<file path="config.mk">
export PLATFORM = sky130hd
export DESIGN_NAME = gwva_mul
export DESIGN_NICKNAME = d
export VERILOG_FILES = /design/src/grid_water_volume_accumulator_macros.svh /design/src/gwva_pkg.sv /design/src/gwva_mul.sv
export SDC_FILE = /design/constraint.sdc
export NUM_CORES = 2
export LEC_CHECK = 0
export ABC_AREA = 1
export BUFFER_PORTS_ARGS = -buffer_cell sky130_fd_sc_hd__buf_2
export CAP_MARGIN = 30
export CORE_ASPECT_RATIO = 0.5
export CORE_MARGIN = 3
export CORE_UTILIZATION = 62
export CTS_BUF_LIST = sky130_fd_sc_hd__clkbuf_16
export DETAILED_ROUTE_END_ITERATION = 16
export PLACE_DENSITY = 0.8
export SETUP_SLACK_MARGIN = 0.02
export SYNTH_ARGS = -nofsm -noshare
export SYNTH_HDL_FRONTEND = slang
export SYNTH_SLANG_ARGS = --single-unit
</file>
<file path="constraint.sdc">
create_clock -name i_clk -period 11.6 [get_ports i_clk]
set_input_delay 0.58 -clock i_clk [delete_from_list [all_inputs] [get_ports i_clk]]
set_output_delay 0.58 -clock i_clk [all_outputs]
set_load 0.02 [all_outputs]
</file>
<file path="src/grid_water_volume_accumulator_macros.svh">
`ifndef GRID_WATER_VOLUME_ACCUMULATOR_MACROS_SVH
`define GRID_WATER_VOLUME_ACCUMULATOR_MACROS_SVH

// same-cycle implication, clocked on i_clk, off during reset
`define GWVA_ASSERT_IMPL(lbl, ante, cons, msg) \
    lbl: assert property (@(posedge i_clk) disable iff (!i_rst_n) (ante) |-> (cons)) \
        else $error(msg);

// next-cycle implication, clocked on i_clk, off during reset
`define GWVA_ASSERT_NEXT(lbl, ante, cons, msg) \
    lbl: assert property (@(posedge i_clk) disable iff (!i_rst_n) (ante) |=> (cons)) \
        else $error(msg);

`endif

</file>
<file path="src/gwva_pkg.sv">
`default_nettype none

package gwva_pkg;

    localparam int StepW = 6;

    localparam logic [StepW-1:0] PcChanTail = 6'd19;
    localparam logic [StepW-1:0] PcOvl      = 6'd34;
    localparam logic [StepW-1:0] PcFin      = 6'd41;

    localparam logic [63:0] SatMag = 64'h7FFF_FFFF_FFFF_FFFF;
    localparam logic [63:0] SatMin = 64'h8000_0000_0000_0000;

    localparam logic [1:0] CfgCellSize   = 2'd0;
    localparam logic [1:0] CfgChanEnable = 2'd1;
    localparam logic [1:0] CfgNoData     = 2'd2;

    localparam logic [31:0] CellSizeReset = 32'h0001_0000;
    localparam logic [31:0] NoDataReset   = 32'hFFFF_D8F1;

    typedef enum logic [2:0] {
        A_D24,
        A_DCH24,
        A_H24,
        A_HALF,
        A_AREA,
        A_TW,
        A_P
    } t_asel;

    typedef enum logic [2:0] {
        B_D,
        B_SS,
        B_W,
        B_LF,
        B_H,
        B_EXC
    } t_bsel;

    typedef enum logic [1:0] {
        MUL_NONE,
        MUL_LO,
        MUL_HI,
        MUL_WB
    } t_mul_op;

    typedef enum logic [3:0] {
        ALU_NONE,
        ALU_HALF,
        ALU_AREA,
        ALU_TW_DBL,
        ALU_TW_WCH,
        ALU_AREA_ADD,
        ALU_CH_ACC,
        ALU_DIFF,
        ALU_OV_ACC,
        ALU_FIN
    } t_alu_op;

    typedef enum logic [2:0] {
        COND_NONE,
        COND_ALWAYS,
        COND_NODATA,
        COND_NOTCHAN,
        COND_BELOW
    } t_cond;

    typedef struct packed {
        t_asel            a_sel;
        t_bsel            b_sel;
        t_mul_op          mul;
        t_alu_op          alu;
        t_cond            cond;
        logic [StepW-1:0] target;
    } t_uop;

    typedef struct packed {
        logic nodata;
        logic notchan;
        logic below;
    } t_status;

    function automatic t_uop mk_uop(input t_asel a, input t_bsel b, input t_mul_op m,
                                    input t_alu_op al, input t_cond c,
                                    input logic [StepW-1:0] tgt);
        t_uop u;
        u.a_sel  = a;
        u.b_sel  = b;
        u.mul    = m;
        u.alu    = al;
        u.cond   = c;
        u.target = tgt;
        return u;
    endfunction

    function automatic t_uop prog_rom(input logic [StepW-1:0] pc);
        t_uop u;
        case (pc)
            // dispatch
            6'd0:  u = mk_uop(A_D24, B_D, MUL_NONE, ALU_NONE, COND_NODATA, PcFin);
            6'd1:  u = mk_uop(A_D24, B_D, MUL_NONE, ALU_NONE, COND_NOTCHAN, PcOvl);
            // half width = bottom + d * slope
            6'd2:  u = mk_uop(A_D24, B_SS, MUL_LO, ALU_NONE, COND_NONE, PcFin);
            6'd3:  u = mk_uop(A_D24, B_SS, MUL_HI, ALU_NONE, COND_NONE, PcFin);
            6'd4:  u = mk_uop(A_D24, B_D, MUL_WB, ALU_NONE, COND_NONE, PcFin);
            6'd5:  u = mk_uop(A_D24, B_D, MUL_NONE, ALU_HALF, COND_NONE, PcFin);
            // area = half * d
            6'd6:  u = mk_uop(A_HALF, B_D, MUL_LO, ALU_NONE, COND_NONE, PcFin);
            6'd7:  u = mk_uop(A_HALF, B_D, MUL_HI, ALU_NONE, COND_NONE, PcFin);
            6'd8:  u = mk_uop(A_D24, B_D, MUL_WB, ALU_NONE, COND_NONE, PcFin);
            6'd9:  u = mk_uop(A_D24, B_D, MUL_NONE, ALU_AREA, COND_NONE, PcFin);
            // bank-top width
            6'd10: u = mk_uop(A_DCH24, B_SS, MUL_LO, ALU_NONE, COND_NONE, PcFin);
            6'd11: u = mk_uop(A_DCH24, B_SS, MUL_HI, ALU_NONE, COND_NONE, PcFin);
            6'd12: u = mk_uop(A_D24, B_D, MUL_WB, ALU_NONE, COND_NONE, PcFin);
            6'd13: u = mk_uop(A_D24, B_D, MUL_NONE, ALU_TW_DBL, COND_NONE, PcFin);
            6'd14: u = mk_uop(A_D24, B_D, MUL_NONE, ALU_TW_WCH, COND_BELOW, PcChanTail);
            // rectangle above bank
            6'd15: u = mk_uop(A_TW, B_EXC, MUL_LO, ALU_NONE, COND_NONE, PcFin);
            6'd16: u = mk_uop(A_TW, B_EXC, MUL_HI, ALU_NONE, COND_NONE, PcFin);
            6'd17: u = mk_uop(A_D24, B_D, MUL_WB, ALU_NONE, COND_NONE, PcFin);
            6'd18: u = mk_uop(A_D24, B_D, MUL_NONE, ALU_AREA_ADD, COND_NONE, PcFin);
            // channel volume
            6'd19: u = mk_uop(A_AREA, B_W, MUL_LO, ALU_NONE, COND_NONE, PcFin);
            6'd20: u = mk_uop(A_AREA, B_W, MUL_HI, ALU_NONE, COND_NONE, PcFin);
            6'd21: u = mk_uop(A_D24, B_D, MUL_WB, ALU_NONE, COND_NONE, PcFin);
            6'd22: u = mk_uop(A_P, B_LF, MUL_LO, ALU_NONE, COND_NONE, PcFin);
            6'd23: u = mk_uop(A_P, B_LF, MUL_HI, ALU_NONE, COND_NONE, PcFin);
            6'd24: u = mk_uop(A_D24, B_D, MUL_WB, ALU_NONE, COND_NONE, PcFin);
            6'd25: u = mk_uop(A_D24, B_D, MUL_NONE, ALU_CH_ACC, COND_NONE, PcFin);
            // overland part of a channel cell
            6'd26: u = mk_uop(A_D24, B_D, MUL_NONE, ALU_DIFF, COND_NONE, PcFin);
            6'd27: u = mk_uop(A_HALF, B_W, MUL_LO, ALU_NONE, COND_NONE, PcFin);
            6'd28: u = mk_uop(A_HALF, B_W, MUL_HI, ALU_NONE, COND_NONE, PcFin);
            6'd29: u = mk_uop(A_D24, B_D, MUL_WB, ALU_NONE, COND_NONE, PcFin);
            6'd30: u = mk_uop(A_P, B_H, MUL_LO, ALU_NONE, COND_NONE, PcFin);
            6'd31: u = mk_uop(A_P, B_H, MUL_HI, ALU_NONE, COND_NONE, PcFin);
            6'd32: u = mk_uop(A_D24, B_D, MUL_WB, ALU_NONE, COND_NONE, PcFin);
            6'd33: u = mk_uop(A_D24, B_D, MUL_NONE, ALU_OV_ACC, COND_ALWAYS, PcFin);
            // plain overland cell
            6'd34: u = mk_uop(A_H24, B_W, MUL_LO, ALU_NONE, COND_NONE, PcFin);
            6'd35: u = mk_uop(A_H24, B_W, MUL_HI, ALU_NONE, COND_NONE, PcFin);
            6'd36: u = mk_uop(A_D24, B_D, MUL_WB, ALU_NONE, COND_NONE, PcFin);
            6'd37: u = mk_uop(A_P, B_W, MUL_LO, ALU_NONE, COND_NONE, PcFin);
            6'd38: u = mk_uop(A_P, B_W, MUL_HI, ALU_NONE, COND_NONE, PcFin);
            6'd39: u = mk_uop(A_D24, B_D, MUL_WB, ALU_NONE, COND_NONE, PcFin);
            6'd40: u = mk_uop(A_D24, B_D, MUL_NONE, ALU_OV_ACC, COND_NONE, PcFin);
            // emit and clear on last cell
            6'd41: u = mk_uop(A_D24, B_D, MUL_NONE, ALU_FIN, COND_NONE, PcFin);
            default: u = mk_uop(A_D24, B_D, MUL_NONE, ALU_FIN, COND_NONE, PcFin);
        endcase
        return u;
    endfunction

endpackage

`default_nettype wire

</file>
<file path="src/gwva_mul.sv">
`default_nettype none

module gwva_mul (
    input  wire                     i_clk,
    input  wire gwva_pkg::t_mul_op  i_op,
    input  wire logic [63:0]        i_a,
    input  wire logic [31:0]        i_b,
    output logic [63:0]             o_p
);
    import gwva_pkg::*;

    logic [31:0] mul_x;
    logic [63:0] prod;
    logic [63:0] r_plo;
    logic [63:0] r_phi;
    logic [63:0] r_p;
    logic [63:0] n_p;
    logic [63:0] comb_sum;

    assign mul_x = (i_op == MUL_HI) ? i_a[63:32] : i_a[31:0];
    assign prod  = mul_x * i_b;

    always_comb begin
        comb_sum = {r_phi[47:0], 16'b0} + {16'b0, r_plo[63:16]};
        if (r_phi[63:47] != 17'b0) begin
            n_p = SatMag;
        end else if (comb_sum[63]) begin
            n_p = SatMag;
        end else begin
            n_p = comb_sum;
        end
    end

    always_ff @(posedge i_clk) begin
        case (i_op)
            MUL_LO: r_plo <= prod;
            MUL_HI: r_phi <= prod;
            MUL_WB: r_p <= n_p;
            default: ;
        endcase
    end

    assign o_p = r_p;

endmodule

`default_nettype wire

</file>
Word-level counts from Yosys, hierarchy flattened
Index checks and enable logic that the tools add are counted.
{ "totals": {"mem_bits_rw": 0, "output_inout_bits": 64, "word_cells": 12, "romBits": 0, "latch_bits": 0, "register_bits": 192, "n_memories": 0} }
{ "classes": {"multipliers": 1, "n_lt_le_gt_ge": 0, "bitwise": 0, "addsub": 1, "n_reduce_logical": 2, "n_mux": 1, "n_shift": 0, "div": 0, "n_eq_ne": 3} }
{ "ops": {"columns": ["cell", "n"], "rows": [
  ["64-bit by 48-bit adder with 64-bit output", 1],
  ["32-bit by 32-bit multiplier with 64-bit output", 1],
  ["32-bit 2-to-1 mux", 1],
  ["17-bit nonzero test", 1],
  ["2-bit == test (second input constant)", 2],
  ["2-bit by 1-bit == test with 1-bit output (second input constant)", 1],
  ["2-bit OR reduction", 1]
]} }

Longest topological paths before layout
{ "logic_depth": {"depth_word": 3, "mapped_depth": 36} }

Least setup slack after synthesis
Ideal clock, no wire load.
{ "synth_timing": {"path_kind": "input -> register", "startpoint": "in i_op[0]", "endpoint": "reg r_phi[35], data pin", "path_slack_ns": 2.626, "required_ns": 11.337, "t_arrival_ns": 8.711, "stages": 29, "path_buffers": 2, "setup_time_ns": 0.263, "path_cell_list": "inv_1 -> nand2_2 -> inv_2 -> clkbuf_1 -> or2_2 -> o21ai_2 -> clkbuf_1 -> nor2_1 -> fa_1 -> fa_1 -> inv_1 -> fa_1 -> fa_1 -> inv_1 -> fa_1 -> fa_1 -> fa_1 -> inv_1 -> fa_1 -> inv_1 -> ha_1 -> nand2_1 -> nand2_1 -> o21bai_1 -> a21oi_1 -> nand3_1 -> nand2_1 -> nand2_1 -> xor2_1"} }
{ "synth_via": {"elab_chain_len": 3} }
{ "synth_rtl": {"columns": ["item", "line", "text"], "rows": [
  ["start: declaration", "gwva_mul.sv:5", "input wire gwva_pkg::t_mul_op i_op,"],
  ["2-bit == test", "gwva_mul.sv:20", "assign mul_x = (i_op == MUL_HI) ? i_a[63:32] : i_a[31:0];"],
  ["32-bit 2-to-1 mux", "gwva_mul.sv:20", null],
  ["32-bit by 32-bit multiplier with 64-bit output", "gwva_mul.sv:21", "assign prod = mul_x * i_b;"],
  ["net prod[35]", "gwva_mul.sv:13", "logic [63:0] prod;"],
  ["end signal: assignment", "gwva_mul.sv:37", "MUL_HI: r_phi <= prod;"],
  ["end: declaration", "gwva_mul.sv:15", "logic [63:0] r_phi;"]
]} }
The timed path passes the listed nets, and every way through them passes these cells.
A chain may end at the register's enable or synchronous reset.

Worst setup path in the final report
{ "layout_timing": {"startpoint": "in i_op[0]", "endpoint": "reg r_phi[27], data pin"} }
Same word-level chain as after synthesis.

==> impl_metrics.json <==
{
  "layout_setup_ws_ns": 2.42,
  "synth_area_leader_cell": "fa_1",
  "reg2reg_from": "r_plo[54]",
  "dpl-instance-area_um2": 44200,
  "critPathRequiredTime_ns": 11.76,
  "post-place-ws_ns": 2.28,
  "synth_most_common_cell": "inv_1",
  "startpoint_type": "input pin",
  "grt_use_total_pct": 43.3,
  "drc": 0,
  "async_flop_share_pct": 0,
  "min_period_ns": 9.18,
  "max-clock-path-buffers": 2,
  "maxSlewHeadroom_pct": 24.4,
  "hold_class": "reg -> reg",
  "ys_warn_count": 0,
  "syn_nets": 6491,
  "maxCapViolations": 0,
  "vias_per_cell": 5.82,
  "die-area_um2": 72000,
  "hpwlAfterDp_um": 125000,
  "clk_pin_slew_worst_paths_ns": 0.07,
  "ys_ff_latch": 175,
  "status": "complete, no violations",
  "post-route-period-util_pct": 79.1,
  "dr.pass1.iters": 10,
  "cts_buffers": 17,
  "finalWirelength_um": 152000,
  "fin_tns_setup_ns": 0,
  "holdWs_ns": 0.504,
  "grt_pass1_vias": 37200,
  "path_max_fanout": 34,
  "yosys-top-cells-count": "inv_1, nand2_1, fa_1",
  "synth_edf_count": 175,
  "clock-sinks": 175,
  "tightest_slew_ns": 1.13,
  "cts_root_buf": "clkbuf_16",
  "synth_xor_area_share_pct": 1.48,
  "synth_top_family_by_area": "adder cells",
  "stdcell_area_um2": 44800,
  "finalSetupViolations": 0,
  "htreeDepth": 4,
  "hold_buffers": 0,
  "crit_slowest_cell": "fa_1",
  "vias": 35900,
  "io_buffers": 161,
  "ctsResizeCount": 0,
  "area_growth_syn_to_layout_pct": 5.39,
  "max_freq_mhz": 109,
  "dieWidth_um": 376,
  "grt_pass1_wl_um": 226000,
  "r2r_setup_slack_ns": 8.44,
  "place_congestion": 1.11,
  "synthSimpleGateAreaFrac_pct": 19.8,
  "core_area_um2": 67400,
  "ys.flop_type": "edfxtp_1",
  "crit_arrival_ns": 9.34,
  "syn_avg_cell_area_um2": 8.18,
  "reg2reg_depth": 13,
  "hold_violations": 0,
  "syn_inst": 5200,
  "ios": 163,
  "rsz0062_at_grt": "false",
  "postCtsSetupBuffers": 0,
  "synth_top_area_share_pct": 42.2,
  "synthesis.area_um2": 42500,
  "nets": 6557,
  "synth.area.mux_share_pct": 0,
  "antenna_left": 0,
  "row_count": 67,
  "crit_end": "r_phi[27]",
  "critPathKind": "in -> reg",
  "seq_area_frac_synth_pct": 12.4,
  "rr_endpoint": "o_p[33]",
  "clock_latency_ns": 0.44,
  "yosys.area_share.adder_pct": 50.9,
  "grt_overflow_total": 0,
  "synth_compound_area_share_pct": 2.65,
  "ys_types": 39,
  "slowest_delay_ns": 0.72,
  "finalMaxSlewViolations": 0,
  "fin_worst_skew_ns": 0.0168,
  "layout-drive-gt1-share_pct": 6.54,
  "synth_area_leaders": "fa_1, edfxtp_1, inv_1, nand2_1, ha_1",
  "cpMostUsedCell": "fa_1",
  "tritoncts": "yes",
  "start_util_pct": 63.1,
  "dr.first_iter.drc_count": 4384,
  "grt_max_degree": 64,
  "die_h_um": 191,
  "end_kind": "flop",
  "antenna_found_initial": 1,
  "wl_per_cell_um": 24.7,
  "critPathLaunch": "i_op[0]"
}
[per-stage QoR]
stage	util [%]	std cells
after floorplan	-	5200
after global placement	65.6	6141
after detailed placement	65.6	6142
after CTS	66.4	6174
after global routing	66.5	6176
final	66.5	6177
[placed cells by master, fill, tap and decap left out, types with 4 or more instances in the layout]
cell type	count
inv_1	1226
nand2_1	1112
fa_1	897
nor2_1	806
ha_1	295
edfxtp_1	175
buf_2	161
a21oi_1	97
nand3_1	90
buf_4	62
o21ai_0	49
xor2_1	44
or2_2	31
xnor2_1	28
nand4_1	26
o21ai_2	21
nand2_2	17
clkinv_1	17
clkbuf_16	17
o21bai_1	14
nor3_1	12
o21ai_1	11
nor4_1	10
inv_2	9
nand3b_1	9
nor2_2	6
inv_6	4
[critical path: cells and delay by family]
family	cells	cell delay, ns
simple gates	4	1.11
compound gates	4	0.78
buf+inv	10	1.96
fa+ha+maj	9	4.31
xor+xnor	1	0.55
[flip-flops by register name, indices dropped and copies added, names as in the netlist]
name / flops
o_p: 63
r_plo: 48
r_phi: 64
[area by class of cell]
| cell class | count | area [um2] |
|---|---|---|
| flip-flops and latches | 175 | 5260 |
| clock inverters | 15 | 130 |
| fillers | 5671 | 22600 |
| clock buffers | 17 | 425 |
| diodes | 1 | 2.50 |
| inverters | 1251 | 4700 |
| well taps | 897 | 1120 |
| multi-input cells | 3595 | 31900 |
| repair buffers | 226 | 1340 |
[metal layers]
metal / share of wire, % / up-vias / track usage [%]
met3: 17 / 538 / 21.9
met5: 0.30 / - / 3.91
met4: 5.7 / 12 / 19.3
met2: 42 / 2656 / 63.8
met1: 36 / 17500 / 53.4
li1: - / 15200 / -
[worst min path at each step]
stage / from / to / slack [ns] / cells past startpoint
after floorplan: r_plo[16] / o_p[0] / 0.48 / 2
after global placement: r_plo[23] / o_p[7] / 0.49 / 2
after detailed placement: r_plo[28] / o_p[12] / 0.50 / 2
after CTS: r_plo[16] / o_p[0] / 0.51 / 2
after global routing: r_plo[16] / o_p[0] / 0.52 / 2
final: r_plo[16] / o_p[0] / 0.50 / 2
[cell families after synthesis]
logic type	count (synthesis)
buf+inv	1430
xor+xnor	72
simple gates	2128
flops	175
compound gates	202
fa+ha+maj	1192
other cells	1
Power is left out: the tool's default activity adds up to more than one toggle a clock period on the data nets, which glitch-free logic cannot reach.
