### config.mk
export PLATFORM = sky130hd
export DESIGN_NAME = gwva_seq
export DESIGN_NICKNAME = d
export VERILOG_FILES = /design/src/grid_water_volume_accumulator_macros.svh /design/src/gwva_pkg.sv /design/src/gwva_seq.sv
export SDC_FILE = /design/constraint.sdc
export NUM_CORES = 1
export LEC_CHECK = 0
export ABC_AREA = 1
export BUFFER_PORTS_ARGS = -buffer_cell sky130_fd_sc_hd__buf_2
export CORE_MARGIN = 3
export CORE_UTILIZATION = 45
export DETAILED_ROUTE_END_ITERATION = 16
export PLACE_DENSITY_LB_ADDON = 0.15
export SLEW_MARGIN = 0
export SYNTH_ARGS = -nofsm -noshare
export SYNTH_HDL_FRONTEND = slang
export SYNTH_SLANG_ARGS = --single-unit
### constraint.sdc
create_clock -name i_clk -period 3.6 [get_ports i_clk]
set_input_delay 0.36 -clock i_clk [delete_from_list [all_inputs] [get_ports i_clk]]
set_output_delay 0.36 -clock i_clk [all_outputs]
set_load 0.05 [all_outputs]
### src/grid_water_volume_accumulator_macros.svh
`ifndef GRID_WATER_VOLUME_ACCUMULATOR_MACROS_SVH
`define GRID_WATER_VOLUME_ACCUMULATOR_MACROS_SVH

// same-cycle implication, clocked on i_clk, off during reset
`define GWVA_ASSERT_IMPL(lbl, ante, cons, msg) \
    lbl: assert property (@(posedge i_clk) disable iff (!i_rst_n) (ante) |-> (cons)) \
        else $error(msg);

// next-cycle implication, clocked on i_clk, off during reset
`define GWVA_ASSERT_NEXT(lbl, ante, cons, msg) \
    lbl: assert property (@(posedge i_clk) disable iff (!i_rst_n) (ante) |=> (cons)) \
        else $error(msg);

`endif

### src/gwva_pkg.sv
`default_nettype none

package gwva_pkg;

    localparam int StepW = 6;

    localparam logic [StepW-1:0] PcChanTail = 6'd19;
    localparam logic [StepW-1:0] PcOvl      = 6'd34;
    localparam logic [StepW-1:0] PcFin      = 6'd41;

    localparam logic [63:0] SatMag = 64'h7FFF_FFFF_FFFF_FFFF;
    localparam logic [63:0] SatMin = 64'h8000_0000_0000_0000;

    localparam logic [1:0] CfgCellSize   = 2'd0;
    localparam logic [1:0] CfgChanEnable = 2'd1;
    localparam logic [1:0] CfgNoData     = 2'd2;

    localparam logic [31:0] CellSizeReset = 32'h0001_0000;
    localparam logic [31:0] NoDataReset   = 32'hFFFF_D8F1;

    typedef enum logic [2:0] {
        A_D24,
        A_DCH24,
        A_H24,
        A_HALF,
        A_AREA,
        A_TW,
        A_P
    } t_asel;

    typedef enum logic [2:0] {
        B_D,
        B_SS,
        B_W,
        B_LF,
        B_H,
        B_EXC
    } t_bsel;

    typedef enum logic [1:0] {
        MUL_NONE,
        MUL_LO,
        MUL_HI,
        MUL_WB
    } t_mul_op;

    typedef enum logic [3:0] {
        ALU_NONE,
        ALU_HALF,
        ALU_AREA,
        ALU_TW_DBL,
        ALU_TW_WCH,
        ALU_AREA_ADD,
        ALU_CH_ACC,
        ALU_DIFF,
        ALU_OV_ACC,
        ALU_FIN
    } t_alu_op;

    typedef enum logic [2:0] {
        COND_NONE,
        COND_ALWAYS,
        COND_NODATA,
        COND_NOTCHAN,
        COND_BELOW
    } t_cond;

    typedef struct packed {
        t_asel            a_sel;
        t_bsel            b_sel;
        t_mul_op          mul;
        t_alu_op          alu;
        t_cond            cond;
        logic [StepW-1:0] target;
    } t_uop;

    typedef struct packed {
        logic nodata;
        logic notchan;
        logic below;
    } t_status;

    function automatic t_uop mk_uop(input t_asel a, input t_bsel b, input t_mul_op m,
                                    input t_alu_op al, input t_cond c,
                                    input logic [StepW-1:0] tgt);
        t_uop u;
        u.a_sel  = a;
        u.b_sel  = b;
        u.mul    = m;
        u.alu    = al;
        u.cond   = c;
        u.target = tgt;
        return u;
    endfunction

    function automatic t_uop prog_rom(input logic [StepW-1:0] pc);
        t_uop u;
        case (pc)
            // dispatch
            6'd0:  u = mk_uop(A_D24, B_D, MUL_NONE, ALU_NONE, COND_NODATA, PcFin);
            6'd1:  u = mk_uop(A_D24, B_D, MUL_NONE, ALU_NONE, COND_NOTCHAN, PcOvl);
            // half width = bottom + d * slope
            6'd2:  u = mk_uop(A_D24, B_SS, MUL_LO, ALU_NONE, COND_NONE, PcFin);
            6'd3:  u = mk_uop(A_D24, B_SS, MUL_HI, ALU_NONE, COND_NONE, PcFin);
            6'd4:  u = mk_uop(A_D24, B_D, MUL_WB, ALU_NONE, COND_NONE, PcFin);
            6'd5:  u = mk_uop(A_D24, B_D, MUL_NONE, ALU_HALF, COND_NONE, PcFin);
            // area = half * d
            6'd6:  u = mk_uop(A_HALF, B_D, MUL_LO, ALU_NONE, COND_NONE, PcFin);
            6'd7:  u = mk_uop(A_HALF, B_D, MUL_HI, ALU_NONE, COND_NONE, PcFin);
            6'd8:  u = mk_uop(A_D24, B_D, MUL_WB, ALU_NONE, COND_NONE, PcFin);
            6'd9:  u = mk_uop(A_D24, B_D, MUL_NONE, ALU_AREA, COND_NONE, PcFin);
            // bank-top width
            6'd10: u = mk_uop(A_DCH24, B_SS, MUL_LO, ALU_NONE, COND_NONE, PcFin);
            6'd11: u = mk_uop(A_DCH24, B_SS, MUL_HI, ALU_NONE, COND_NONE, PcFin);
            6'd12: u = mk_uop(A_D24, B_D, MUL_WB, ALU_NONE, COND_NONE, PcFin);
            6'd13: u = mk_uop(A_D24, B_D, MUL_NONE, ALU_TW_DBL, COND_NONE, PcFin);
            6'd14: u = mk_uop(A_D24, B_D, MUL_NONE, ALU_TW_WCH, COND_BELOW, PcChanTail);
            // rectangle above bank
            6'd15: u = mk_uop(A_TW, B_EXC, MUL_LO, ALU_NONE, COND_NONE, PcFin);
            6'd16: u = mk_uop(A_TW, B_EXC, MUL_HI, ALU_NONE, COND_NONE, PcFin);
            6'd17: u = mk_uop(A_D24, B_D, MUL_WB, ALU_NONE, COND_NONE, PcFin);
            6'd18: u = mk_uop(A_D24, B_D, MUL_NONE, ALU_AREA_ADD, COND_NONE, PcFin);
            // channel volume
            6'd19: u = mk_uop(A_AREA, B_W, MUL_LO, ALU_NONE, COND_NONE, PcFin);
            6'd20: u = mk_uop(A_AREA, B_W, MUL_HI, ALU_NONE, COND_NONE, PcFin);
            6'd21: u = mk_uop(A_D24, B_D, MUL_WB, ALU_NONE, COND_NONE, PcFin);
            6'd22: u = mk_uop(A_P, B_LF, MUL_LO, ALU_NONE, COND_NONE, PcFin);
            6'd23: u = mk_uop(A_P, B_LF, MUL_HI, ALU_NONE, COND_NONE, PcFin);
            6'd24: u = mk_uop(A_D24, B_D, MUL_WB, ALU_NONE, COND_NONE, PcFin);
            6'd25: u = mk_uop(A_D24, B_D, MUL_NONE, ALU_CH_ACC, COND_NONE, PcFin);
            // overland part of a channel cell
            6'd26: u = mk_uop(A_D24, B_D, MUL_NONE, ALU_DIFF, COND_NONE, PcFin);
            6'd27: u = mk_uop(A_HALF, B_W, MUL_LO, ALU_NONE, COND_NONE, PcFin);
            6'd28: u = mk_uop(A_HALF, B_W, MUL_HI, ALU_NONE, COND_NONE, PcFin);
            6'd29: u = mk_uop(A_D24, B_D, MUL_WB, ALU_NONE, COND_NONE, PcFin);
            6'd30: u = mk_uop(A_P, B_H, MUL_LO, ALU_NONE, COND_NONE, PcFin);
            6'd31: u = mk_uop(A_P, B_H, MUL_HI, ALU_NONE, COND_NONE, PcFin);
            6'd32: u = mk_uop(A_D24, B_D, MUL_WB, ALU_NONE, COND_NONE, PcFin);
            6'd33: u = mk_uop(A_D24, B_D, MUL_NONE, ALU_OV_ACC, COND_ALWAYS, PcFin);
            // plain overland cell
            6'd34: u = mk_uop(A_H24, B_W, MUL_LO, ALU_NONE, COND_NONE, PcFin);
            6'd35: u = mk_uop(A_H24, B_W, MUL_HI, ALU_NONE, COND_NONE, PcFin);
            6'd36: u = mk_uop(A_D24, B_D, MUL_WB, ALU_NONE, COND_NONE, PcFin);
            6'd37: u = mk_uop(A_P, B_W, MUL_LO, ALU_NONE, COND_NONE, PcFin);
            6'd38: u = mk_uop(A_P, B_W, MUL_HI, ALU_NONE, COND_NONE, PcFin);
            6'd39: u = mk_uop(A_D24, B_D, MUL_WB, ALU_NONE, COND_NONE, PcFin);
            6'd40: u = mk_uop(A_D24, B_D, MUL_NONE, ALU_OV_ACC, COND_NONE, PcFin);
            // emit and clear on last cell
            6'd41: u = mk_uop(A_D24, B_D, MUL_NONE, ALU_FIN, COND_NONE, PcFin);
            default: u = mk_uop(A_D24, B_D, MUL_NONE, ALU_FIN, COND_NONE, PcFin);
        endcase
        return u;
    endfunction

endpackage

`default_nettype wire

### src/gwva_seq.sv
`default_nettype none

module gwva_seq (
    input  wire                 i_clk,
    input  wire                 i_rst_n,
    input  wire                 i_start,
    input  wire                 i_hold,
    input  wire gwva_pkg::t_status i_status,
    output gwva_pkg::t_uop      o_uop,
    output logic                o_busy
);
    import gwva_pkg::*;

    logic [StepW-1:0] r_pc;
    logic [StepW-1:0] n_pc;
    logic             r_busy;
    logic             n_busy;
    logic             cond_true;
    t_uop             uop;

    assign uop = prog_rom(r_pc);

    always_comb begin
        case (uop.cond)
            COND_ALWAYS:  cond_true = 1'b1;
            COND_NODATA:  cond_true = i_status.nodata;
            COND_NOTCHAN: cond_true = i_status.notchan;
            COND_BELOW:   cond_true = i_status.below;
            default:      cond_true = 1'b0;
        endcase
    end

    always_comb begin
        n_pc   = r_pc;
        n_busy = r_busy;
        if (!r_busy) begin
            if (i_start) begin
                n_pc   = '0;
                n_busy = 1'b1;
            end
        end else if (!i_hold) begin
            if (uop.alu == ALU_FIN) begin
                n_busy = 1'b0;
            end else if (cond_true) begin
                n_pc = uop.target;
            end else begin
                n_pc = r_pc + 1'b1;
            end
        end
    end

    always_ff @(posedge i_clk) begin
        if (!i_rst_n) begin
            r_pc   <= '0;
            r_busy <= 1'b0;
        end else begin
            r_pc   <= n_pc;
            r_busy <= n_busy;
        end
    end

    assign o_uop  = uop;
    assign o_busy = r_busy;

endmodule

`default_nettype wire

Yosys cells after proc, flatten, opt, wreduce, memory -nomap -nowiden
Memory sizes are Yosys's and may differ from the RTL's. A register that Yosys moved wholly into a read port is not among the register bits.
Cells that the tools add are included.
Word-level totals
  memories: 1
  bits in read-only memories: 1280
  memory bits (writable): 0
  logic and storage cells: 25
  bits in latches: 0
  output and inout port bits: 22
  register bits after elaboration: 7
  bits of input ports: 7
Memory list
  (name not given): words 64, bits a word 20, rd ports 1, clocked after memory_dff 1, wr ports 0, line gwva_pkg.sv:98  | case (pc)
Operators by class
  $add $sub $neg: 1
  equal/unequal tests: 7
  order comparisons: 0
  muxes and demuxes: 12
  divide/modulo/power cells: 0
  $mul: 0
  reduce and logical (&&, ||, !) cells: 2
  shift operators: 0
  bitwise logic cells: 0
Operators with widths (count)
  2-to-1 mux 6 bit: 7
  adder 6 x 1 -> 6 bit (second input constant): 1
  equality test 3 x 2 -> 1 bit (second input constant): 2
  equality test 4 bit (second input constant): 1
  2-to-1 mux 1 bit: 4
  != test 2 bit (second input constant): 2
  case mux 1 bit (4 select lines): 1
  equality test 3 x 1 -> 1 bit (second input constant): 1
  equality test 3 bit (second input constant): 1
  AND reduction 3 bit: 1
  nonzero test 2 bit: 1

Logic depth before layout (Yosys ltp)
Gate-level depths: netlist (run 1).
  depth after elaboration: 8
  depth in mapped cells: 18
  mapped depth without buffers: 18

Worst setup path after synthesis (run 1)
Ideal clock, no wire load.
  kind: register to register
  start: reg o_uop[7] (netlist name)
  end: reg o_uop[13] (netlist name)
  slack: 1.179 ns
  stages on the path, launching flop included: 19
  arrival: 2.309 ns
  path buffers: 0
  required time: 3.488 ns
  period minus slack after synthesis: 2.421 ns
  library setup time: 0.112 ns
  path through: dfxtp_1 > nand2_1 > nand2_2 > nand3_4 > nand2_4 > nand2_1 > nand3_1 > nand2_1 > nand2_1 > inv_1 > ha_1 > inv_1 > nand2_1 > inv_1 > nand2_1 > nand3_1 > nand3_1 > nand2_1 > nand2_1
Between the ends
  word-level cells in the longest chain between the ends: 8
  elaborated cells between the ends (all ways): 11
  classes of those cells: 4 x eq/ne; 7 x mux
RTL lines
  equality test 3 bit (tied with other cells): line gwva_seq.sv:24  | case (uop.cond)
  case mux 1 bit (4 select lines) *: line gwva_seq.sv:24
  2-to-1 mux 6 bit *: line gwva_seq.sv:44  | end else if (cond_true) begin
  2-to-1 mux 6 bit *: line gwva_seq.sv:42  | if (uop.alu == ALU_FIN) begin
  2-to-1 mux 6 bit *: line gwva_seq.sv:41  | end else if (!i_hold) begin
  2-to-1 mux 6 bit *: line gwva_seq.sv:36  | if (!r_busy) begin
  2-to-1 mux 6 bit (no line) * (2 in a row)
Mark *: on every way between the ends. The rest lies on a longest branch, timed or not. The select of a mux whose other input is x is not followed.
A chain may end at the register's enable or synchronous reset.

Worst setup path after layout (run 1)
  start: reg o_uop[7] (netlist name)
  end: reg o_uop[13] (netlist name)
Between the ends
  word-level cells in the longest chain between the ends: 8
  elaborated cells between the ends (all ways): 11
  classes of those cells: 4 x eq/ne; 7 x mux
RTL lines (line)
  equality test 3 bit (tied with other cells): gwva_seq.sv:24
  case mux 1 bit (4 select lines) *: gwva_seq.sv:24
  2-to-1 mux 6 bit *: gwva_seq.sv:44
  2-to-1 mux 6 bit *: gwva_seq.sv:42
  2-to-1 mux 6 bit *: gwva_seq.sv:41
  2-to-1 mux 6 bit *: gwva_seq.sv:36
  2-to-1 mux 6 bit (no line) * (2 in a row)
Marked as above.

==> results of run 1 <==
metal layers:
metal,up-vias,global-route usage (%)
li1,808,-
met1,671,25.4
met2,43,28.7
met3,7,2.50
met4,0,7.09
met5,-,0
metrics by stage:
stage,utilization (%),setup WS (ps),instances
global route,54.3,931,311
global placement,52.2,1320,307
CTS,54.3,1220,311
floorplan,-,1180,241
detailed placement,52.2,1200,307
finish,54.3,1220,311
cell type report:
cell class,instances,area [µm²]
fillers,350,1590
multi-input cells,172,962
flip-flops and latches,26,520
inverters,36,136
repair buffers,27,135
well taps,46,57.6
clock buffers,3,41.3
clock inverters,1,30.0
cells by family (layout without fill, tap and decap cells):
logic type / count (synthesis) / after routing / synth area share, %
AO/OA/AOI/OAI: 23 / 23 / 7.91
other: 1 / 1 / 0.222
buffers and inverters: 43 / 67 / 12.4
adder cells (fa/ha/maj): 6 / 6 / 4.43
AND/OR/NAND/NOR: 142 / 142 / 44.3
flip-flops: 26 / 26 / 30.7
tightest hold or removal path, delay by kind of cell:
| kind | cells | cell delay [ps] |
|---|---|---|
| buffers and inverters | 2 | 130 |
| and+or+nand+nor | 2 | 90 |
| AOI/OAI and AO/OA | 1 | 80 |
synth_stat cells:
cell type / instances
sky130_fd_sc_hd__nor2_8: 1
sky130_fd_sc_hd__a21oi_4: 1
sky130_fd_sc_hd__clkinv_2: 1
sky130_fd_sc_hd__nor2_2: 3
sky130_fd_sc_hd__nand4_1: 5
sky130_fd_sc_hd__nor2_1: 12
sky130_fd_sc_hd__nor2_4: 1
sky130_fd_sc_hd__nand3_1: 27
sky130_fd_sc_hd__nor3_1: 1
sky130_fd_sc_hd__conb_1: 1
sky130_fd_sc_hd__buf_2: 1
sky130_fd_sc_hd__nand2_2: 11
sky130_fd_sc_hd__o31ai_1: 1
sky130_fd_sc_hd__buf_4: 2
sky130_fd_sc_hd__nand2_4: 5
sky130_fd_sc_hd__o21ai_0: 3
sky130_fd_sc_hd__dfxtp_1: 26
sky130_fd_sc_hd__o21ai_2: 1
sky130_fd_sc_hd__a31oi_1: 1
sky130_fd_sc_hd__o21ai_1: 7
sky130_fd_sc_hd__nand3_4: 3
sky130_fd_sc_hd__nand3_2: 5
sky130_fd_sc_hd__a21oi_1: 9
sky130_fd_sc_hd__nand2_1: 68
sky130_fd_sc_hd__inv_2: 4
sky130_fd_sc_hd__inv_1: 31
sky130_fd_sc_hd__buf_6: 3
sky130_fd_sc_hd__ha_1: 6
sky130_fd_sc_hd__buf_12: 1
layout by cell type, fill, tap and decap left out:
master,synthesis,routed
sky130_fd_sc_hd__ha_1,6,6
sky130_fd_sc_hd__o21ai_0,3,3
sky130_fd_sc_hd__a31oi_1,1,1
sky130_fd_sc_hd__nand3_4,3,3
sky130_fd_sc_hd__nand2_4,5,5
sky130_fd_sc_hd__nor3_1,1,1
sky130_fd_sc_hd__nand3_2,5,5
sky130_fd_sc_hd__o21ai_1,7,7
sky130_fd_sc_hd__nand2_1,68,68
sky130_fd_sc_hd__nand3_1,27,27
sky130_fd_sc_hd__nor2_2,3,3
sky130_fd_sc_hd__conb_1,1,1
sky130_fd_sc_hd__a21oi_1,9,9
sky130_fd_sc_hd__nor2_4,1,1
sky130_fd_sc_hd__buf_2,1,27
sky130_fd_sc_hd__bufinv_16,0,1
sky130_fd_sc_hd__nor2_1,12,12
sky130_fd_sc_hd__nand2_2,11,11
sky130_fd_sc_hd__dfxtp_1,26,26
sky130_fd_sc_hd__nor2_8,1,1
sky130_fd_sc_hd__o31ai_1,1,1
sky130_fd_sc_hd__clkbuf_8,0,3
sky130_fd_sc_hd__o21ai_2,1,1
sky130_fd_sc_hd__inv_2,4,4
sky130_fd_sc_hd__clkinv_2,1,1
sky130_fd_sc_hd__inv_1,31,31
sky130_fd_sc_hd__nand4_1,5,5
sky130_fd_sc_hd__a21oi_4,1,1
flip-flops by register name, indices dropped and copies added, names as in the netlist:
signal,flops
o_busy,1
o_uop,19
r_pc,6
report_power, final:
| part | leakage, µW | switching [µW] | total, µW | internal (µW) |
|---|---|---|---|---|
| Sequential | 0.000211 | 7.13 | 306 | 299 |
| Clock | 0.0000357 | 92.1 | 241 | 149 |
| Combinational | 0.000822 | 108 | 147 | 39.3 |
| Total | 0.00107 | 207 | 694 | 487 |
worst paths after layout:
| path | start | slack (ps) | cells after the start | to |
|---|---|---|---|---|
| setup / recovery | o_uop[7]$_SDFF_PP0_ | 1220 | 18 | o_uop[13]$_DFF_P_ |
| hold / removal | i_hold | 420 | 5 | o_busy$_SDFF_PN0_ |
| setup reg to reg | o_uop[7]$_SDFF_PP0_ | 1220 | 18 | o_uop[13]$_DFF_P_ |
| hold reg to reg | o_busy$_SDFF_PN0_ | 560 | 4 | o_busy$_SDFF_PN0_ |
==> metrics.txt, run 1 <==
# TYPE chip_impl_metric gauge
chip_impl_metric{name="clock-skew-final",unit="ps"} 3.95
chip_impl_metric{name="detailedRoute.firstPassIterationCount",unit=""} 4
chip_impl_metric{name="syn-num-nets",unit=""} 254
chip_impl_info{name="top_layer",value="met4"} 1
chip_impl_metric{name="share_of_post_route_cells_with_drive_strength_above_1",unit="%"} 25.3
chip_impl_metric{name="syn_area",unit="mm²"} 0.00169
chip_impl_info{name="critical_path.top_delay_family",value="simple AND/OR/NAND/NOR gates"} 1
chip_impl_metric{name="num-nets-final",unit=""} 279
chip_impl_metric{name="ioPinCount",unit=""} 29
chip_impl_metric{name="path_clk_slew",unit="ps"} 90
chip_impl_metric{name="whs",unit="ps"} 418
chip_impl_metric{name="count_of_mapped_cells_out_of_synthesis",unit=""} 241
chip_impl_metric{name="wl_met2",unit="µm"} 1650
chip_impl_metric{name="initial_core_utilization",unit="%"} 48.8
chip_impl_metric{name="pwr_per_cell_area",unit="mW/mm²"} 369
chip_impl_info{name="synth_area_leader_cell",value="sky130_fd_sc_hd__dfxtp_1"} 1
chip_impl_metric{name="dr_wl_met3",unit="µm"} 200
chip_impl_info{name="hold_class",value="primary input to flip-flop"} 1
chip_impl_metric{name="remaining_drc_errors",unit=""} 0
chip_impl_info{name="clock_tree_root",value="sky130_fd_sc_hd__clkbuf_8"} 1
chip_impl_metric{name="grt.overflow.total",unit=""} 0
chip_impl_metric{name="yosys_warnings",unit=""} 0
chip_impl_info{name="crit_path_cell_trace",value="nand2_1 -> nand2_2 -> nand3_4 -> nand2_4 -> nand2_1 -> nand3_1 -> nand2_1 -> nand2_1 -> inv_1 -> ha_1 -> inv_1 -> nand2_1 -> inv_1 -> nand2_1 -> nand3_1 -> nand3_1 -> nand2_1 -> nand2_1"} 1
chip_impl_metric{name="drt_first_iter_violations",unit=""} 83
chip_impl_metric{name="post_cts_resize_count",unit=""} 0
chip_impl_metric{name="design_power_total",unit="µW"} 694
chip_impl_metric{name="synth-seq-area-share",unit="%"} 30.7
chip_impl_metric{name="placement.cell_area",unit="mm²"} 0.00181
chip_impl_metric{name="antennaDiodeCount",unit=""} 0
chip_impl_metric{name="critPathMaxFanout",unit=""} 7
chip_impl_metric{name="timing.critical_path.arrival",unit="ps"} 2560
chip_impl_metric{name="synth_top_cell_area_share",unit="%"} 30.7
chip_impl_metric{name="finalInstanceArea",unit="mm²"} 0.00188
chip_impl_metric{name="leakagePower",unit="µW"} 0.00107
chip_impl_info{name="critPathSlowestCell",value="sky130_fd_sc_hd__dfxtp_1"} 1
chip_impl_metric{name="rows",unit=""} 21
chip_impl_info{name="synth_top_cells_by_area",value="sky130_fd_sc_hd__dfxtp_1, sky130_fd_sc_hd__nand2_1, sky130_fd_sc_hd__nand3_1"} 1
chip_impl_metric{name="clkLatencyLatePin",unit="ps"} 270
chip_impl_info{name="tritoncts",value="done"} 1
chip_impl_metric{name="floorplan.core_area",unit="mm²"} 0.00347
chip_impl_metric{name="setup-violations-final",unit=""} 0
chip_impl_metric{name="place.detailed.hpwl",unit="µm"} 3000
chip_impl_metric{name="postCtsSetupRepairBufs",unit=""} 0
chip_impl_info{name="run_status",value="finished, final reports clean"} 1
chip_impl_metric{name="postRouteAntennaNets",unit=""} 0
chip_impl_info{name="rsz0062_at_grt",value="false"} 1
chip_impl_metric{name="routed-via-count",unit=""} 1529
chip_impl_metric{name="max_freq",unit="GHz"} 0.419
chip_impl_metric{name="fin_tns_setup",unit="ps"} 0
chip_impl_metric{name="worst_path_largest_cell_delay",unit="ps"} 400
chip_impl_metric{name="clock-sinks",unit=""} 26
chip_impl_metric{name="finalCritPeriodShare",unit="%"} 66.2
chip_impl_metric{name="met1_length",unit="µm"} 1860
chip_impl_metric{name="vdd.ir_drop.worst",unit="V"} 0.000154
chip_impl_metric{name="port_buffers",unit=""} 27
chip_impl_metric{name="grt_antenna_before_repair",unit=""} 0
chip_impl_info{name="worstSetupPathType",value="flip-flop to flip-flop"} 1
chip_impl_metric{name="flow.area_growth_from_synthesis",unit="%"} 11.2
chip_impl_metric{name="first_pass_grt_wire_length",unit="µm"} 6240
chip_impl_info{name="endpoint_kind",value="flip-flop"} 1
chip_impl_info{name="crit_path_frequent_cell",value="sky130_fd_sc_hd__nand2_1"} 1
chip_impl_metric{name="vias_per_cell",unit=""} 4.92
chip_impl_metric{name="floorplan.die.width",unit="µm"} 67.3
chip_impl_metric{name="design.die.area",unit="mm²"} 0.00453
chip_impl_metric{name="synthDistinctLibCells",unit=""} 29
chip_impl_metric{name="timing.critical_path.buf_inv",unit=""} 3
chip_impl_metric{name="syn_area_per_cell",unit="µm²"} 7.02
chip_impl_metric{name="groute.usage.overall",unit="%"} 18.3
chip_impl_metric{name="grt_max_degree",unit=""} 18
chip_impl_metric{name="routed_wire_length_per_instance",unit="µm"} 12.1
chip_impl_metric{name="synth.ff_latch_count",unit=""} 26
chip_impl_info{name="start_kind",value="flip-flop"} 1
chip_impl_metric{name="final_max_slew_viol_count",unit=""} 0
chip_impl_metric{name="gp_congestion",unit=""} 0.886
chip_impl_metric{name="worstPathRequired",unit="ps"} 3770
chip_impl_metric{name="finalWirelength",unit="µm"} 3770
chip_impl_metric{name="cts_max_path_buffers",unit=""} 2
chip_impl_metric{name="max_cap_violations",unit=""} 0
chip_impl_metric{name="timing.final.crit_period",unit="ps"} 2380
chip_impl_metric{name="die-height",unit="µm"} 67.3
chip_impl_metric{name="final-hold-violation-count",unit=""} 0
chip_impl_metric{name="h_tree_depth",unit=""} 1
chip_impl_metric{name="numCtsBuffers",unit=""} 3
chip_impl_metric{name="post_cts_hold_buffer_count",unit=""} 0
chip_impl_metric{name="number_of_global_route_vias_before_repair",unit=""} 1361
No activity file was read; power rests on OpenSTA's default activity.
==> run 2: changes to the inputs <==
==> constraint.sdc (replaced) <==
create_clock -name i_clk -period 2.4 [get_ports i_clk]
set_input_delay 0.24 -clock i_clk [delete_from_list [all_inputs] [get_ports i_clk]]
set_output_delay 0.24 -clock i_clk [all_outputs]
set_load 0.05 [all_outputs]
==> run 2 against run 1 <==
Against the previous run:
- first-iteration DRC count down 16%
- routed wire length fell by 0.16%
- count of clock-buffer cells in the layout up 1
- worst setup slack worse by 1000 ps
- combinational power grew 53%
- sequential power up 50%
==> metrics.txt, run 2 (synthesis gave the netlist of run 1 again) <==
# TYPE chip_impl_metric gauge
chip_impl_metric{name="timing.critical_path.arrival",unit="ps"} 2370
chip_impl_metric{name="vdd.ir_drop.worst",unit="V"} 0.000234
chip_impl_metric{name="port_buffers",unit=""} 27
chip_impl_metric{name="number_of_fill_cells",unit=""} 354
chip_impl_metric{name="floorplan.core_area",unit="mm²"} 0.00347
chip_impl_metric{name="seqCellArea",unit="µm²"} 526
chip_impl_metric{name="largest_register_ffs",unit=""} 19
chip_impl_metric{name="path_clk_slew",unit="ps"} 90
chip_impl_metric{name="share_of_post_route_cells_with_drive_strength_above_1",unit="%"} 27.7
chip_impl_metric{name="multiInputGateArea",unit="µm²"} 965
chip_impl_metric{name="clkLatencyLatePin",unit="ps"} 270
chip_impl_info{name="clock_tree_root",value="sky130_fd_sc_hd__clkbuf_8"} 1
chip_impl_info{name="rsz0062_at_grt",value="false"} 1
chip_impl_metric{name="finalInstanceArea",unit="mm²"} 0.00189
chip_impl_metric{name="rows",unit=""} 21
chip_impl_metric{name="worst-r2r-setup-slack",unit="ps"} 200
chip_impl_metric{name="stdcell_count",unit=""} 313
chip_impl_metric{name="postRouteAntennaNets",unit=""} 0
chip_impl_metric{name="placement.cell_area",unit="mm²"} 0.00182
chip_impl_metric{name="numCtsBuffers",unit=""} 3
chip_impl_metric{name="place_inst",unit=""} 308
chip_impl_metric{name="final_max_slew_viol_count",unit=""} 0
chip_impl_metric{name="finalWirelength",unit="µm"} 3760
chip_impl_metric{name="die-height",unit="µm"} 67.3
chip_impl_info{name="start_kind",value="flip-flop"} 1
chip_impl_metric{name="routed-via-count",unit=""} 1531
chip_impl_metric{name="timing.final.crit_period",unit="ps"} 2200
chip_impl_info{name="regToRegEndpoint",value="o_uop[13]$_DFF_P_"} 1
chip_impl_info{name="endpoint_kind",value="flip-flop"} 1
chip_impl_metric{name="gp_congestion",unit=""} 0.894
chip_impl_metric{name="num-nets-final",unit=""} 281
chip_impl_metric{name="remaining_drc_errors",unit=""} 0
chip_impl_metric{name="worstPathRequired",unit="ps"} 2570
chip_impl_metric{name="cts_max_path_buffers",unit=""} 2
chip_impl_metric{name="drt_first_iter_violations",unit=""} 70
chip_impl_metric{name="final-hold-violation-count",unit=""} 0
chip_impl_info{name="tritoncts",value="done"} 1
chip_impl_metric{name="setup-violations-final",unit=""} 0
chip_impl_metric{name="design.die.area",unit="mm²"} 0.00453
chip_impl_metric{name="initial_core_utilization",unit="%"} 48.8
chip_impl_metric{name="floorplan.die.width",unit="µm"} 67.3
chip_impl_info{name="holdCritStartpoint",value="i_hold"} 1
chip_impl_metric{name="routed_wire_length_per_instance",unit="µm"} 12.0
chip_impl_info{name="startpoint",value="o_uop[6]$_DFF_P_"} 1
chip_impl_metric{name="max_cap_violations",unit=""} 0
chip_impl_metric{name="flow.area_growth_from_synthesis",unit="%"} 11.6
chip_impl_info{name="final_common_cell",value="sky130_fd_sc_hd__nand2_1"} 1
chip_impl_metric{name="post_cts_hold_buffer_count",unit=""} 0
chip_impl_metric{name="worst-r2r-cell-count",unit=""} 17
chip_impl_info{name="hold_class",value="primary input to flip-flop"} 1
chip_impl_metric{name="ioPinCount",unit=""} 29
chip_impl_metric{name="grt_max_degree",unit=""} 18
chip_impl_info{name="crit_path_end",value="o_uop[13]$_DFF_P_"} 1
chip_impl_metric{name="number_of_global_route_vias_before_repair",unit=""} 1424
chip_impl_metric{name="fin_tns_setup",unit="ps"} 0
chip_impl_metric{name="groute.usage.overall",unit="%"} 18.8
chip_impl_metric{name="pwr_per_cell_area",unit="mW/mm²"} 512
chip_impl_info{name="final_cell_mix",value="sky130_fd_sc_hd__nand2_1, sky130_fd_sc_hd__inv_1, sky130_fd_sc_hd__nand3_1, sky130_fd_sc_hd__buf_2, sky130_fd_sc_hd__dfxtp_1"} 1
chip_impl_metric{name="detailedRoute.firstPassIterationCount",unit=""} 5
chip_impl_metric{name="grt_antenna_before_repair",unit=""} 0
chip_impl_info{name="rr_startpoint",value="o_uop[6]$_DFF_P_"} 1
chip_impl_metric{name="finalCritPeriodShare",unit="%"} 91.5
chip_impl_metric{name="clock-skew-final",unit="ps"} 7.17
chip_impl_metric{name="fin_util",unit="%"} 54.5
chip_impl_metric{name="place.detailed.hpwl",unit="µm"} 2960
chip_impl_metric{name="antennaDiodeCount",unit=""} 0
chip_impl_metric{name="leakagePower",unit="µW"} 0.00107
chip_impl_metric{name="critPathMaxFanout",unit=""} 5
chip_impl_metric{name="whs",unit="ps"} 312
chip_impl_metric{name="max_freq",unit="GHz"} 0.455
chip_impl_metric{name="vias_per_cell",unit=""} 4.89
chip_impl_metric{name="grt.overflow.total",unit=""} 0
chip_impl_info{name="run_status",value="finished, final reports clean"} 1
chip_impl_metric{name="first_pass_grt_wire_length",unit="µm"} 6490
chip_impl_metric{name="clock-sinks",unit=""} 26
chip_impl_metric{name="h_tree_depth",unit=""} 1
chip_impl_info{name="worstSetupPathType",value="flip-flop to flip-flop"} 1
## run 2: changes by cell type in the layout (fill, tap and decap cells not counted), sizes merged
cell / delta
bufinv: -1
buf: +2
clkbuf: +1
## run 2: final cells by class
cell class                 instances  share of cell area, %
tap                               46                   3.05
multi-input combinational        172                   51.1
sequential                        26                   27.8
clock buffer                       4                   2.91
inverter                          36                   7.22
timing repair buffer              29                   7.95
## run 2: per-stage QoR
step / power, µW / worst slack [ps]
3_5_place_dp: 693 / 214
5_1_grt: 1020 / 8.27
4_1_cts: 976 / 190
6_report: 967 / 204
2_1_floorplan: 652 / 55.3
3_3_place_gp: 693 / 213
## run 2: worst min path at each step
stage / to / slack, ps / depth (start not counted)
final: o_busy$_SDFF_PN0_ / 310 / 5
after floorplan: o_busy$_SDFF_PN0_ / 450 / 4
after detailed placement: o_busy$_SDFF_PN0_ / 550 / 4
after global placement: o_busy$_SDFF_PN0_ / 560 / 4
after CTS: o_busy$_SDFF_PN0_ / 310 / 5
after global routing: o_busy$_SDFF_PN0_ / 370 / 3
## run 2: what timing repair did
action	CTS	global route
setup buffers	0	1
gates resized for setup	0	1
setup endpoints to repair	0	3
## run 2: metal layers
metal  vias to the layer above  global-route usage, %  routed length (µm)  share of wire (%)
met5                         -                      0                   0                  0
met2                        48                   29.1                1680                 45
met3                         5                   2.50                 242                6.4
li1                        813                      -                   -                  -
met1                       665                   27.2                1800                 48
met4                         0                   5.57                  40                1.1
## run 2: where the power goes
part | internal, µW | switching [µW] | leakage, µW | total [µW]
clock | 147 | 136 | 0.0000288 | 283
sequential | 449 | 9.84 | 0.000212 | 459
combinational | 60.9 | 164 | 0.000830 | 225
total | 657 | 310 | 0.00107 | 967
## run 2: critical path, stage by stage (launching register included)
cell and delay (ps):
sky130_fd_sc_hd__dfxtp_2 340, sky130_fd_sc_hd__nor2_1 130, sky130_fd_sc_hd__nand3_2 170, sky130_fd_sc_hd__nand2_4 130, sky130_fd_sc_hd__nand2_1 60, sky130_fd_sc_hd__nand3_1 80, sky130_fd_sc_hd__nand2_2 70, sky130_fd_sc_hd__nand2_1 80
sky130_fd_sc_hd__inv_1 70, sky130_fd_sc_hd__ha_1 330, sky130_fd_sc_hd__inv_1 100, sky130_fd_sc_hd__nand2_1 80, sky130_fd_sc_hd__inv_1 70, sky130_fd_sc_hd__nand2_1 80, sky130_fd_sc_hd__nand3_1 110, sky130_fd_sc_hd__nand3_1 70
sky130_fd_sc_hd__nand2_1 60, sky130_fd_sc_hd__nand2_1 50
==> run 3: changes to the inputs <==
--- a/config.mk
+++ b/config.mk
@@ -7,7 +7,7 @@
 export LEC_CHECK = 0
 export ABC_AREA = 1
 export BUFFER_PORTS_ARGS = -buffer_cell sky130_fd_sc_hd__buf_2
-export CORE_MARGIN = 3
+export CORE_MARGIN = 4
 export CORE_UTILIZATION = 45
 export DETAILED_ROUTE_END_ITERATION = 16
 export PLACE_DENSITY_LB_ADDON = 0.15
==> run 3 against run 2 <==
Against the previous run:
- sequential cell count unchanged
- critical path depth decreased by 1
- hold slack got worse by 3.8 ps
- sequential power about the same
- total power increased by 8.9%
- largest cell class unchanged
- register-to-register slack improved by 50 ps
- combinational power increased by 3%
- cell count increased by 1.3%
- count of clock-buffer cells in the layout decreased by 1
- maximum frequency increased by 2.1%
- highest routed layer unchanged
- sequential share of layout area decreased by 0.70 points
- worst setup slack improved by 46 ps
==> metrics.txt, run 3 (synthesis gave the netlist of run 1 again) <==
# TYPE chip_impl_metric gauge
chip_impl_metric{name="setup-violations-final",unit=""} 0
chip_impl_metric{name="stdcell_count",unit=""} 317
chip_impl_metric{name="flow.area_growth_from_synthesis",unit="%"} 14.5
chip_impl_metric{name="number_of_global_route_vias_before_repair",unit=""} 1429
chip_impl_metric{name="power.switching",unit="µW"} 315
chip_impl_info{name="critical_path.top_delay_family",value="simple AND/OR/NAND/NOR gates"} 1
chip_impl_metric{name="floorplan.die.width",unit="µm"} 69.3
chip_impl_info{name="clock_tree_root",value="sky130_fd_sc_hd__clkbuf_8"} 1
chip_impl_metric{name="worst-r2r-setup-slack",unit="ps"} 250
chip_impl_metric{name="timing.critical_path.buf_inv",unit=""} 3
chip_impl_metric{name="final-hold-violation-count",unit=""} 0
chip_impl_metric{name="ioPinCount",unit=""} 29
chip_impl_metric{name="grt_antenna_before_repair",unit=""} 0
chip_impl_metric{name="max_freq",unit="GHz"} 0.465
chip_impl_metric{name="critPathMaxFanout",unit=""} 6
chip_impl_metric{name="place_inst",unit=""} 310
chip_impl_metric{name="vdd.ir_drop.worst",unit="V"} 0.000216
chip_impl_metric{name="crit_cells",unit=""} 16
chip_impl_metric{name="die-height",unit="µm"} 69.3
chip_impl_metric{name="gp_congestion",unit=""} 0.891
chip_impl_metric{name="whs",unit="ps"} 308
chip_impl_metric{name="rows",unit=""} 22
chip_impl_metric{name="postRouteAntennaNets",unit=""} 0
chip_impl_metric{name="clockPowerShare",unit="%"} 34.4
chip_impl_metric{name="clock-sinks",unit=""} 26
chip_impl_info{name="crit_path_end",value="o_uop[13]$_DFF_P_"} 1
chip_impl_metric{name="p_int",unit="µW"} 738
chip_impl_metric{name="groute.usage.overall",unit="%"} 16.9
chip_impl_metric{name="routed-via-count",unit=""} 1571
chip_impl_metric{name="grt.overflow.total",unit=""} 0
chip_impl_metric{name="floorplan.core_area",unit="mm²"} 0.00366
chip_impl_metric{name="routed_wire_length_per_instance",unit="µm"} 12.4
chip_impl_metric{name="combPwrFrac",unit="%"} 22.0
chip_impl_metric{name="path_clk_slew",unit="ps"} 90
chip_impl_metric{name="first_pass_grt_wire_length",unit="µm"} 6730
chip_impl_metric{name="antennaDiodeCount",unit=""} 0
chip_impl_metric{name="leakagePower",unit="µW"} 0.00109
chip_impl_metric{name="final_max_slew_viol_count",unit=""} 0
chip_impl_metric{name="max_cap_violations",unit=""} 0
chip_impl_info{name="crit_path_frequent_cell",value="sky130_fd_sc_hd__nand2_1"} 1
chip_impl_metric{name="placement.cell_area",unit="mm²"} 0.00183
chip_impl_info{name="run_status",value="finished, final reports clean"} 1
chip_impl_metric{name="worstPathRequired",unit="ps"} 2580
chip_impl_metric{name="detailedRoute.firstPassIterationCount",unit=""} 4
chip_impl_metric{name="share_of_post_route_cells_with_drive_strength_above_1",unit="%"} 28.6
chip_impl_metric{name="post-route-worst-setup-slack",unit="ps"} 249
chip_impl_info{name="tritoncts",value="done"} 1
chip_impl_metric{name="finalWirelength",unit="µm"} 3930
chip_impl_info{name="regToRegEndpoint",value="o_uop[13]$_DFF_P_"} 1
chip_impl_metric{name="finalInstanceArea",unit="mm²"} 0.00194
chip_impl_info{name="final_common_cell",value="sky130_fd_sc_hd__nand2_1"} 1
chip_impl_metric{name="place.detailed.hpwl",unit="µm"} 2990
chip_impl_metric{name="cts_max_path_buffers",unit=""} 2
chip_impl_metric{name="worst_path_largest_cell_delay",unit="ps"} 340
chip_impl_metric{name="clkLatencyLatePin",unit="ps"} 270
chip_impl_metric{name="h_tree_depth",unit=""} 1
chip_impl_metric{name="sw_frac_of_total",unit="%"} 29.9
chip_impl_info{name="startpoint",value="o_uop[6]$_DFF_P_"} 1
chip_impl_metric{name="timing.critical_path.arrival",unit="ps"} 2330
chip_impl_metric{name="design.die.area",unit="mm²"} 0.00481
chip_impl_metric{name="largest_register_ffs",unit=""} 19
chip_impl_metric{name="grt_max_degree",unit=""} 18
chip_impl_metric{name="remaining_drc_errors",unit=""} 0
chip_impl_info{name="rr_startpoint",value="o_uop[6]$_DFF_P_"} 1
chip_impl_info{name="crit_path_cell_trace",value="nor2_1 -> nand3_2 -> nand3_1 -> nand3_1 -> nand2_1 -> nand2_1 -> inv_1 -> ha_4 -> inv_1 -> nand2_1 -> inv_1 -> nand2_1 -> nand3_1 -> nand3_1 -> nand2_1 -> nand2_1"} 1
chip_impl_metric{name="clock-skew-final",unit="ps"} 5.63
chip_impl_metric{name="preCtsSetupSlack",unit="ps"} 172
chip_impl_metric{name="num-nets-final",unit=""} 283
chip_impl_info{name="worstSetupPathType",value="flip-flop to flip-flop"} 1
chip_impl_metric{name="post_cts_hold_buffer_count",unit=""} 0
chip_impl_info{name="critPathSlowestCell",value="sky130_fd_sc_hd__dfxtp_2"} 1
chip_impl_metric{name="power_frac_seq",unit="%"} 43.6
chip_impl_metric{name="timing.final.crit_period",unit="ps"} 2150
chip_impl_metric{name="worst-r2r-cell-count",unit=""} 16
chip_impl_info{name="start_kind",value="flip-flop"} 1
chip_impl_metric{name="numCtsBuffers",unit=""} 3
chip_impl_info{name="final_cell_mix",value="sky130_fd_sc_hd__nand2_1, sky130_fd_sc_hd__inv_1, sky130_fd_sc_hd__nand3_1, sky130_fd_sc_hd__buf_2, sky130_fd_sc_hd__dfxtp_1"} 1
chip_impl_metric{name="drt_first_iter_violations",unit=""} 121
chip_impl_metric{name="initial_core_utilization",unit="%"} 46.2
chip_impl_info{name="hold_class",value="primary input to flip-flop"} 1
chip_impl_info{name="endpoint_kind",value="flip-flop"} 1
chip_impl_metric{name="vias_per_cell",unit=""} 4.96
chip_impl_metric{name="pwr_per_cell_area",unit="mW/mm²"} 543
chip_impl_metric{name="port_buffers",unit=""} 27
chip_impl_metric{name="finalCritPeriodShare",unit="%"} 89.6
[run 3: layer usage]
| layer | GRT usage, % | vias up | wire (µm) |
|---|---|---|---|
| met5 | 0 | - | 0 |
| met3 | 2.75 | 4 | 221 |
| met4 | 5.64 | 0 | 51 |
| met1 | 23.7 | 710 | 1870 |
| li1 | - | 815 | - |
| met2 | 26.2 | 42 | 1790 |
[run 3: layout make-up]
cell class | instances | area (µm²)
fill | 358 | 1720
inverter | 36 | 136
clock buffer | 3 | 41.3
multi-input combinational | 172 | 980
sequential | 26 | 526
clock inverter | 1 | 30.0
timing repair buffer | 31 | 165
tap | 48 | 60.1
[run 3: what timing repair did]
| action | 4_1_cts | 5_1_grt |
|---|---|---|
| endpoints found under the setup margin | 0 | 3 |
| setup buffers | 0 | 3 |
| gates resized for setup | 0 | 2 |
[run 3: worst min path at each step]
stage                       from           endpoint  slack (ps)  depth (start not counted)
2_1_floorplan             i_hold  o_busy$_SDFF_PN0_         450                          4
3_3_place_gp   o_busy$_SDFF_PN0_  o_busy$_SDFF_PN0_         540                          4
3_5_place_dp   o_busy$_SDFF_PN0_  o_busy$_SDFF_PN0_         540                          4
6_report                  i_hold  o_busy$_SDFF_PN0_         310                          5
5_1_grt                   i_hold  o_busy$_SDFF_PN0_         310                          5
4_1_cts                   i_hold  o_busy$_SDFF_PN0_         300                          5
[run 3: worst register-to-register path, stage by stage, from the launching register on]
cell	delay, ps
sky130_fd_sc_hd__dfxtp_2	340
sky130_fd_sc_hd__nor2_1	140
sky130_fd_sc_hd__nand3_2	190
sky130_fd_sc_hd__nand3_1	130
sky130_fd_sc_hd__nand3_1	80
sky130_fd_sc_hd__nand2_1	120
sky130_fd_sc_hd__nand2_1	80
sky130_fd_sc_hd__inv_1	150
sky130_fd_sc_hd__ha_4	230
sky130_fd_sc_hd__inv_1	80
sky130_fd_sc_hd__nand2_1	80
sky130_fd_sc_hd__inv_1	70
sky130_fd_sc_hd__nand2_1	90
sky130_fd_sc_hd__nand3_1	110
sky130_fd_sc_hd__nand3_1	70
sky130_fd_sc_hd__nand2_1	60
sky130_fd_sc_hd__nand2_1	50
[run 3: power by group through the flow]
stage               clock (µW)  sequential (µW)  combinational, µW
floorplan                    0              518                133
CTS                        378              459                224
finish                     362              459                232
global route               395              462                254
global placement             0              469                224
detailed placement           0              469                223
[run 3: stage by stage]
| step | total power (µW) | util [%] | TNS, ps |
|---|---|---|---|
| floorplan | 652 | - | 0 |
| global placement | 693 | 49.9 | 0 |
| detailed placement | 693 | 49.9 | 0 |
| CTS | 1060 | 51.8 | 0 |
| global route | 1110 | 52.9 | -0.346 |
| finish | 1050 | 52.9 | 0 |
